==> src/rtl/dq_pkg.sv <==
// ----------------------------------------------------------------------------
// dq_pkg
// Shared types and codes for the double-ended queue cell chain.
// ----------------------------------------------------------------------------
package dq_pkg;

   typedef enum logic [1:0] {
      REQ_PUSH_BACK  = 2'd0,
      REQ_PUSH_FRONT = 2'd1,
      REQ_POP_BACK   = 2'd2,
      REQ_POP_FRONT  = 2'd3
   } req_code_type;

   typedef enum logic [1:0] {
      STATUS_DONE  = 2'd0,
      STATUS_FULL  = 2'd1,
      STATUS_EMPTY = 2'd2
   } status_type;

   typedef enum logic [2:0] {
      OP_HOLD       = 3'd0,
      OP_PUSH_BACK  = 3'd1,
      OP_PUSH_FRONT = 3'd2,
      OP_POP_BACK   = 3'd3,
      OP_POP_FRONT  = 3'd4
   } cell_op_type;

   typedef struct packed {
      cell_op_type op;
      logic        was_empty;
   } cell_ctrl_type;

endpackage

==> src/rtl/dq_cell.sv <==
// ----------------------------------------------------------------------------
// dq_cell
// One deque slot: holds an item and a marker for the last occupied slot,
// shifting both toward either neighbor as the request demands.
// ----------------------------------------------------------------------------
module dq_cell #(
   parameter int ITEM_BITS = 32
) (
   input  logic                  clock,
   input  logic                  reset,
   input  dq_pkg::cell_ctrl_type ctrl,
   input  logic [ITEM_BITS-1:0]  push_item,
   input  logic [ITEM_BITS-1:0]  prev_item,
   input  logic                  prev_mark,
   input  logic [ITEM_BITS-1:0]  next_item,
   input  logic                  next_mark,
   output logic [ITEM_BITS-1:0]  item,
   output logic                  mark,
   output logic [ITEM_BITS-1:0]  tap
);

   logic [ITEM_BITS-1:0] item_ff;
   logic [ITEM_BITS-1:0] item_in;
   logic                 mark_ff;
   logic                 mark_in;

   always_comb begin
      item_in = item_ff;
      mark_in = mark_ff;
      unique case (ctrl.op)
         dq_pkg::OP_PUSH_BACK: begin
            if (prev_mark) begin
               item_in = push_item;
            end
            mark_in = prev_mark;
         end
         dq_pkg::OP_PUSH_FRONT: begin
            item_in = prev_item;
            mark_in = prev_mark;
         end
         dq_pkg::OP_POP_BACK: begin
            mark_in = next_mark;
         end
         dq_pkg::OP_POP_FRONT: begin
            item_in = next_item;
            mark_in = next_mark;
         end
         default: begin
            item_in = item_ff;
            mark_in = mark_ff;
         end
      endcase
   end

   always_ff @(posedge clock) begin
      if (reset) begin
         mark_ff <= 1'b0;
      end else begin
         mark_ff <= mark_in;
      end
      item_ff <= item_in;
   end

   assign item = item_ff;
   assign mark = mark_ff;
   assign tap  = mark_ff ? item_ff : '0;

endmodule

==> src/rtl/dq_ctrl.sv <==
// ----------------------------------------------------------------------------
// dq_ctrl
// Request decode, occupancy count and response strobe for the cell chain.
// ----------------------------------------------------------------------------
module dq_ctrl #(
   parameter int DEPTH    = 16,
   parameter int CNT_BITS = 5
) (
   input  logic                  clock,
   input  logic                  reset,
   input  logic                  start,
   input  logic [1:0]            req_type,
   output logic                  busy,
   output dq_pkg::cell_ctrl_type ctrl,
   output logic                  rsp_strobe,
   output logic [1:0]            rsp_status,
   output logic [CNT_BITS-1:0]   count
);

   logic                  strobe_ff;
   logic [1:0]            status_ff;
   logic [1:0]            status_in;
   logic [CNT_BITS-1:0]   count_ff;
   logic [CNT_BITS-1:0]   count_in;
   logic                  full;
   logic                  empty;
   dq_pkg::req_code_type  code;

   assign full  = (count_ff == CNT_BITS'(DEPTH));
   assign empty = (count_ff == '0);
   assign code  = dq_pkg::req_code_type'(req_type);

   always_comb begin
      ctrl.op        = dq_pkg::OP_HOLD;
      ctrl.was_empty = empty;
      status_in      = dq_pkg::STATUS_DONE;
      count_in       = count_ff;
      if (start) begin
         unique case (code)
            dq_pkg::REQ_PUSH_BACK, dq_pkg::REQ_PUSH_FRONT: begin
               if (full) begin
                  status_in = dq_pkg::STATUS_FULL;
               end else begin
                  ctrl.op  = (code == dq_pkg::REQ_PUSH_BACK) ?
                             dq_pkg::OP_PUSH_BACK : dq_pkg::OP_PUSH_FRONT;
                  count_in = count_ff + CNT_BITS'(1);
               end
            end
            dq_pkg::REQ_POP_BACK, dq_pkg::REQ_POP_FRONT: begin
               if (empty) begin
                  status_in = dq_pkg::STATUS_EMPTY;
               end else begin
                  ctrl.op  = (code == dq_pkg::REQ_POP_BACK) ?
                             dq_pkg::OP_POP_BACK : dq_pkg::OP_POP_FRONT;
                  count_in = count_ff - CNT_BITS'(1);
               end
            end
            default: begin
               ctrl.op = dq_pkg::OP_HOLD;
            end
         endcase
      end
   end

   always_ff @(posedge clock) begin
      if (reset) begin
         strobe_ff <= 1'b0;
         count_ff  <= '0;
      end else begin
         strobe_ff <= start;
         count_ff  <= count_in;
      end
      status_ff <= status_in;
   end

   assign busy       = 1'b0;
   assign rsp_strobe = strobe_ff;
   assign rsp_status = status_ff;
   assign count      = count_ff;

endmodule

==> src/rtl/double_ended_queue_top.sv <==
// The response strobe is registered and rises in the cycle after the request is taken.
// Throughput: one request per cycle; busy stays low, as every request that is not
// refused as full or empty is a shift or marker move in the cell chain.
// Reset clears the occupancy count and the last-slot markers (empty deque);
// stored items are unknown until written.
// ----------------------------------------------------------------------------
// double_ended_queue_top
// Bounded deque built from a row of shifting cells with a last-slot marker.
// ----------------------------------------------------------------------------
module double_ended_queue_top #(
   parameter int DEPTH     = 16,
   parameter int ITEM_BITS = 32
) (
   input  logic                         clock,
   input  logic                         reset,
   input  logic                         start,
   output logic                         busy,
   input  logic [1:0]                   req_type,
   input  logic [31:0]                  req_item_value,
   output logic                         rsp_strobe,
   output logic [1:0]                   rsp_status,
   output logic [31:0]                  rsp_front_item,
   output logic [31:0]                  rsp_back_item,
   output logic                         rsp_is_empty,
   output logic [$clog2(DEPTH+1)-1:0]   rsp_occupancy
);

   localparam int CNT_BITS = $clog2(DEPTH + 1);

   dq_pkg::cell_ctrl_type ctrl;
   logic [CNT_BITS-1:0]   count;
   logic [ITEM_BITS-1:0]  push_item;
   logic [ITEM_BITS-1:0]  item_w [DEPTH];
   logic [ITEM_BITS-1:0]  tap_w  [DEPTH];
   logic                  mark_w [DEPTH];
   logic [ITEM_BITS-1:0]  back_item;

   assign push_item = ITEM_BITS'(req_item_value);

   dq_ctrl #(
      .DEPTH    (DEPTH),
      .CNT_BITS (CNT_BITS)
   ) u_ctrl (
      .clock      (clock),
      .reset      (reset),
      .start      (start),
      .req_type   (req_type),
      .busy       (busy),
      .ctrl       (ctrl),
      .rsp_strobe (rsp_strobe),
      .rsp_status (rsp_status),
      .count      (count)
   );

   for (genvar i = 0; i < DEPTH; i++) begin : g_cell
      logic [ITEM_BITS-1:0] prev_item;
      logic                 prev_mark;
      logic [ITEM_BITS-1:0] next_item;
      logic                 next_mark;

      if (i == 0) begin : g_first
         assign prev_item = push_item;
         assign prev_mark = ctrl.was_empty;
      end else begin : g_mid
         assign prev_item = item_w[i-1];
         assign prev_mark = mark_w[i-1];
      end

      if (i == DEPTH - 1) begin : g_last
         assign next_item = '0;
         assign next_mark = 1'b0;
      end else begin : g_inner
         assign next_item = item_w[i+1];
         assign next_mark = mark_w[i+1];
      end

      dq_cell #(
         .ITEM_BITS (ITEM_BITS)
      ) u_cell (
         .clock     (clock),
         .reset     (reset),
         .ctrl      (ctrl),
         .push_item (push_item),
         .prev_item (prev_item),
         .prev_mark (prev_mark),
         .next_item (next_item),
         .next_mark (next_mark),
         .item      (item_w[i]),
         .mark      (mark_w[i]),
         .tap       (tap_w[i])
      );
   end

   always_comb begin
      back_item = '0;
      for (int i = 0; i < DEPTH; i++) begin
         back_item = back_item | tap_w[i];
      end
   end

   assign rsp_is_empty   = (count == '0);
   assign rsp_front_item = rsp_is_empty ? 32'd0 : 32'(item_w[0]);
   assign rsp_back_item  = 32'(back_item);
   assign rsp_occupancy  = count;

endmodule

==> config.mk <==
export PLATFORM = sky130hd
export DESIGN_NAME = double_ended_queue_top
export DESIGN_NICKNAME = d
export VERILOG_FILES = /design/src/rtl/dq_pkg.sv /design/src/rtl/dq_cell.sv /design/src/rtl/dq_ctrl.sv /design/src/rtl/double_ended_queue_top.sv
export SDC_FILE = /design/constraint.sdc
export NUM_CORES = 1
export LEC_CHECK = 0
export BUFFER_PORTS_ARGS = -buffer_cell sky130_fd_sc_hd__buf_2
export CAP_MARGIN = 20
export CORE_MARGIN = 1.5
export CORE_UTILIZATION = 23
export CTS_CLUSTER_DIAMETER = 120
export CTS_CLUSTER_SIZE = 20
export DETAILED_ROUTE_END_ITERATION = 16
export PLACE_DENSITY_LB_ADDON = 0.1
export SETUP_SLACK_MARGIN = 0.1
export SLEW_MARGIN = 20
export SYNTH_ARGS = -nofsm -noshare
export SYNTH_HDL_FRONTEND = slang
export SYNTH_SLANG_ARGS = --single-unit
==> constraint.sdc <==
create_clock -name clock -period 3.2 [get_ports clock]
set_clock_uncertainty 0.2 [all_clocks]
set_input_delay 0.48 -clock clock [delete_from_list [all_inputs] [get_ports clock]]
set_output_delay 0.48 -clock clock [all_outputs]
set_load 0.05 [all_outputs]
==> results.toml, run 1 <==
[layout]
final_nets = 1926
drive_gt1_frac = 0.216
final_cells = 3413
final_cell_area_sq_mm = 0.0308
final_util = 0.270
syn_to_final_growth_pct = 16.8

[synthesis]
synth_cell_types = 52
synthFlopType = "edfxtp_1"
synth.top_cell.area_share = 0.583
synth-compound-area-share = 0.281
yosys_register_bits = 536
synthCells = 1799
synth_fa_ha_area_frac = 0.00218
synth_xor_area_frac = 0.00133
synth_top_family_by_area = "compound AO/OA/AOI/OAI gates"
synth_edf_count = 512
yosys-top-cells-area = "edfxtp_1 58%, a221o_1 17%, a221oi_1 4.2%"
yosys_warnings = 0
syn_area_sq_mm = 0.0264
syn_avg_cell_area_sq_um = 14.7
synth_mux_area_frac = 0.0163
async_flop_share = 0
synthSimpleGateAreaFrac = 0.0358
synth_top_area_cell = "edfxtp_1"
seq_area_frac_synth = 0.601
syn_nets = 1840

[worst_setup_path]
cp_data_required_time_ns = 2.52
critical_path.max_stage_delay_ns = 0.45
worstSetupEndpointType = "output port"
slowest_stage = "dfxtp_4"
critPathArrivalTime_ns = 2.35
path_cells = "buf_4 > a22o_1 > a221oi_1 > nand4_1 > buf_6"
r2r_end = "g_cell[11].u_cell.item[8]$_DFFE_PP_"
worstSetupPathType = "reg2out"
crit_fanout = 10
cp-start-kind = "register"
r2r_start = "u_ctrl.count[0]$_SDFFE_PP0P_"
reg2reg_depth = 7
r2r_slack_ns = 0.28

[power]
design_power_total_uw = 25600
power.density_mw_per_mm2 = 829
p_leak_uw = 0.0104
ir_drop_uv = 383

[detailed_routing]
first_iter_violations = 2442
totalWireLength_mm = 111
drc = 0
wl_per_cell_um = 32.6
postRouteAntennaNets = 0
avgViaCountPerCell = 5.82
vias = 19900
dr.pass1.iters = 6

[global_route]
grt_pass1_wl_mm = 155
grt_max_degree = 79
grt_overflow = 0
grt_pass1_vias = 19200
grtUsageMet3 = 0.0232
met2_usage = 0.288
gr-usage-met1 = 0.268
grtUsageTotal = 0.185
grt-busiest-layer = "met2"
grt_antenna_before_repair = 1

[clock_network]
clock_sinks = 536
cts_buffer_depth = 3
path_clk_slew_ns = 0.09
worstSkewPairLatency_ns = 0.58
cts_tree = "done"
ctsHtreeMaxLevel = 2
numCtsBuffers = 34
root_buffer = "clkbuf_16"

[sta]
slew_violations = 0
tns_ns = 0
hold_viol = 0
slew_headroom = 0.478
setup_viol = 0
rsz0062_at_grt = "no"
period_share = 0.946
fmax_mhz = 330
worst_pin_slew_ns = 0.783
fin_crit_ns = 3.03

[min_path]
min-delay-start = "req_item_value[18]"
min_path_cells = 2
min_path_type = "in2reg"
min_to = "g_cell[0].u_cell.item[18]$_DFFE_PP_"

[placed_design]
dpl.cell_count = 3316
place_area_sq_mm = 0.0290
dp_hpwl_mm = 65.2
io_buffers = 109
gp_congestion = 0.773

[floorplan]
initial_utilization = 0.231
coreArea_sq_mm = 0.114
die-height_um = 342
die-area_sq_mm = 0.117
io-pin-count = 111
die-width_um = 342
rows = 124

[job]
cap_violations = 0

[status]
status = "finished, final reports clean"
-- flip-flops by register name, summed over array words and instances, names as in the netlist --
| name | count |
|---|---|
| g_cell.u_cell.item | 512 |
| g_cell.u_cell.mark | 16 |
| u_ctrl.count | 5 |
| u_ctrl.rsp_strobe | 1 |
| u_ctrl.rsp_status | 2 |
-- kinds of logic (layout without fill, tap and decap cells) --
kind of cell | after synthesis | in the layout
AO/OA/AOI/OAI | 798 | 798
other | 1 | 3
buffers and inverters | 262 | 362
XOR/XNOR | 4 | 4
AND/OR/NAND/NOR | 155 | 155
adder cells (fa/ha/maj) | 4 | 4
flip-flops | 536 | 536
multiplexers | 39 | 39
-- metal layers --
metal / part of all wire / vias up
li1: - / 8173
met1: 0.46 / 10500
met2: 0.46 / 1003
met3: 0.063 / 137
met4: 0.025 / 2
met5: 0.00012 / -
-- layout by cell type, fill, tap and decap left out, types with 14 or more instances in the layout --
cell,n
edfxtp_1,512
a221o_1,448
buf_4,138
a22o_1,128
a221oi_1,127
buf_2,78
buf_12,54
clkbuf_16,38
a21o_1,33
nor2b_1,33
and3_1,32
mux2_2,32
nand4_1,32
dlygate4sd3_1,21
a21o_2,16
dfxtp_4,16
nor2_1,15
buf_6,14
-- how the worst max path moves through the flow --
stage	depth (start not counted)	startpoint	slack (ns)	endpoint
after detailed placement	6	u_ctrl.count[2]$_SDFFE_PP0P_	0.38	g_cell[8].u_cell.item[1]$_DFFE_PP_
after floorplan	7	u_ctrl.count[0]$_SDFFE_PP0P_	0.19	g_cell[10].u_cell.item[0]$_DFFE_PP_
after global routing	5	g_cell[2].u_cell.mark$_SDFFE_PP0P_	0.10	rsp_back_item[28]
final	5	g_cell[2].u_cell.mark$_SDFFE_PP0P_	0.17	rsp_back_item[23]
after global placement	6	u_ctrl.count[2]$_SDFFE_PP0P_	0.36	g_cell[3].u_cell.item[1]$_DFFE_PP_
after CTS	5	g_cell[4].u_cell.mark$_SDFFE_PP0P_	0.10	rsp_back_item[30]
-- worst max-delay path, delay by kind of cell (launching register included) --
| kind | cells | cell delay (ns) |
|---|---|---|
| buffers and inverters | 2 | 0.52 |
| AO/OA/AOI/OAI | 2 | 0.48 |
| flip-flops | 1 | 0.45 |
| AND/OR/NAND/NOR | 1 | 0.30 |
-- synth_stat cells, types with 2 or more instances --
master    number
o32a_1         2
o221ai_1       2
dfxtp_1       24
nand2_1        5
nor2_1        15
a31oi_1        3
or4_1          2
buf_6         70
a221o_1      448
mux2_2        32
nor3_1         4
nor2b_1       37
a22o_1       128
buf_2         34
buf_4         24
nand3_1        6
a221oi_1     128
o21ai_0        2
a211o_1        3
edfxtp_1     512
nand2b_1       8
a21o_1        49
buf_1         12
o22ai_1       10
xor2_1         3
a211oi_1       5
and3b_1        2
a21oi_1        7
and3_1        32
clkbuf_1     120
ha_1           3
o31ai_1        5
mux2i_1        7
nand4_1       32
nor4_1         6
-- metrics by stage --
step                worst slack [ns]  hold WS, ns
floorplan                      0.194        0.346
global placement               0.362        0.363
detailed placement             0.383        0.363
CTS                            0.103       0.0127
global route                   0.103       0.0284
finish                         0.172       0.0423
-- power by group --
group	internal, uW	switching, uW
registers	9290	1220
clock network	2190	2610
logic	3660	6570
-- final cells by class --
class	count	area, sq um
diodes	2	5.00
fillers	11600	83200
multi-input cells	1001	8950
well taps	1512	1890
inverters	1	3.75
repair buffers	311	3030
clock buffers	47	985
clock inverters	3	47.5
flip-flops and latches	536	15900
-- repair_timing --
action / CTS / global route
gates resized for setup: 66 / 7
hold buffers: 21 / 0
pin swaps: 9 / 9
endpoints found under the setup margin: 62 / 28
buffers inserted: 14 / 6
gates cloned: 4 / 0
hold endpoints to repair: 21 / 0
Power figures use the tool's default switching activity.
==> run 2, diff against run 1 <==
- CORE_ASPECT_RATIO: unset -> 0.8
==> run 2 against run 1 <==
Core utilization is 0.65 points higher. Highest routed layer is now met4. Critical endpoint is now rsp_back_item[13]. Cell area is 1.6% higher. Critical path depth stayed put. Register-to-register slack hardly changed. Setup slack worse by 0.035 ns. Critical path type unchanged. Die area hardly changed. Clock power is 9.6% lower. Largest power group is now combinational logic.
==> results.toml, run 2 (synthesis gave the netlist of run 1 again) <==
[clock_network]
path_clk_slew_ns = 0.10
cts_tree = "done"
clock_sinks = 536
worstSkewPairLatency_ns = 0.66
ctsHtreeMaxLevel = 1
root_buffer = "clkbuf_16"
cts_buffer_depth = 3
numCtsBuffers = 30

[worst_setup_path]
slowest_stage = "dfxtp_4"
critical_path.max_stage_delay_ns = 0.44
crit_fanout = 6
r2r_slack_ns = 0.29
worstSetupEndpointType = "output port"
worstSetupPathType = "reg2out"
r2r_start = "u_ctrl.count[1]$_SDFFE_PP0P_"
r2r_end = "g_cell[5].u_cell.item[25]$_DFFE_PP_"
reg2reg_depth = 8
critPathTopFamily = "buffers and inverters"
critPathArrivalTime_ns = 2.38
endpoint = "rsp_back_item[13]"
worst-path-buf-inv = 3
cp_data_required_time_ns = 2.52
cp.depth = 5
crit_start = "g_cell[0].u_cell.mark$_SDFFE_PP0P_"
path_cells = "buf_12 > buf_4 > a221oi_1 > nand4_1 > buf_6"
cp-start-kind = "register"

[layout]
final_util = 0.277
n_fill_cell = 11400
largest_reg_flops = 512
drive_gt1_frac = 0.230
final_nets = 1950
mostFrequentLayoutCells = "512 x edfxtp_1, 448 x a221o_1, 129 x buf_4"
final_common_cell = "edfxtp_1"
syn_to_final_growth_pct = 18.7

[sta]
hold_viol = 0
fmax_mhz = 326
slew_violations = 0
period_share = 0.957
rsz0062_at_grt = "yes"
fin_crit_ns = 3.06
setup_viol = 0
slew_headroom = 0.473
tns_ns = 0
worst_pin_slew_ns = 0.791

[global_route]
met2_usage = 0.270
gr-usage-met1 = 0.283
grt_antenna_before_repair = 6
grt-busiest-layer = "met1"
grt_pass1_vias = 19000
grtUsageTotal = 0.184
grt_pass1_wl_mm = 155
grt_overflow = 0
grt_max_degree = 152
grtUsageMet3 = 0.0308

[placed_design]
dp_hpwl_mm = 66.4
io_buffers = 109
gp_congestion = 0.782

[detailed_routing]
totalWireLength_mm = 112
drc = 0
dr.pass1.iters = 7
postRouteAntennaNets = 0
wl_per_cell_um = 32.5
first_iter_violations = 2597
vias = 20100
avgViaCountPerCell = 5.84

[floorplan]
die-area_sq_mm = 0.117
die-height_um = 306
die-width_um = 382
coreArea_sq_mm = 0.113
io-pin-count = 111
rows = 110
initial_utilization = 0.233

[job]
cap_violations = 0

[min_path]
min_path_cells = 3
min_path_type = "in2reg"

[power]
power.density_mw_per_mm2 = 814
p_leak_uw = 0.0106
ir_drop_uv = 455

[status]
status = "finished, final reports clean"
-- run 2: power breakdown --
| part | total, uW | leakage, uW | switching (uW) | internal (uW) |
|---|---|---|---|---|
| Combinational | 10700 | 0.00519 | 6720 | 3940 |
| Clock | 4350 | 0.000412 | 2500 | 1860 |
| Sequential | 10500 | 0.00499 | 1180 | 9290 |
-- run 2: timing repair --
item,CTS,global route
hold buffers,30,0
gates resized for setup,109,49
setup buffers,44,1
endpoints found under the setup margin,65,47
gates cloned,3,0
hold endpoints to repair,30,0
pin swaps,10,10
-- run 2: per-stage QoR --
stage	cell area [sq um]	hold WS (ns)	total power, uW	worst slack (ns)	std cells
detailed placement	29100	0.373	19900	0.356	3311
global placement	29100	0.361	19900	0.371	3311
floorplan	26400	0.346	15800	0.194	1799
finish	31300	0.0304	25500	0.137	3440
global route	31300	0.0106	26500	0.0547	3434
CTS	31100	0.00123	25500	0.0614	3433
-- run 2: how the worst min path moves through the flow --
stage	start	endpoint	slack, ns
after global placement	g_cell[15].u_cell.item[17]$_DFFE_PP_	g_cell[14].u_cell.item[17]$_DFFE_PP_	0.36
final	start	u_ctrl.rsp_strobe$_SDFF_PP0_	0.03
after global routing	start	u_ctrl.rsp_strobe$_SDFF_PP0_	0.01
after floorplan	g_cell[14].u_cell.item[17]$_DFFE_PP_	g_cell[15].u_cell.item[17]$_DFFE_PP_	0.35
after detailed placement	g_cell[15].u_cell.item[31]$_DFFE_PP_	g_cell[14].u_cell.item[31]$_DFFE_PP_	0.37
after CTS	start	u_ctrl.rsp_strobe$_SDFF_PP0_	0.001
-- run 2: area by class of cell --
type	count	area, sq um	share of cell area
multi-input combinational	1001	9100	0.291
timing repair buffer	339	3530	0.113
antenna	6	15.0	0.000479
sequential	536	15900	0.508
inverter	1	3.75	0.000120
clock inverter	1	30.0	0.000959
tap	1512	1890	0.0604
clock buffer	44	825	0.0263
-- run 2: worst register-to-register path, delay by kind of cell (launching register included) --
kind | cells | cell delay, ns
buf+inv | 4 | 1.01
simple gates | 2 | 0.81
compound gates | 2 | 0.39
flops | 1 | 0.35
-- run 2: layer usage --
| metal | routed length, um | vias up |
|---|---|---|
| li1 | - | 8216 |
| met1 | 53700 | 10700 |
| met2 | 48200 | 1020 |
| met3 | 7930 | 101 |
| met4 | 1870 | 0 |
| met5 | 0 | - |
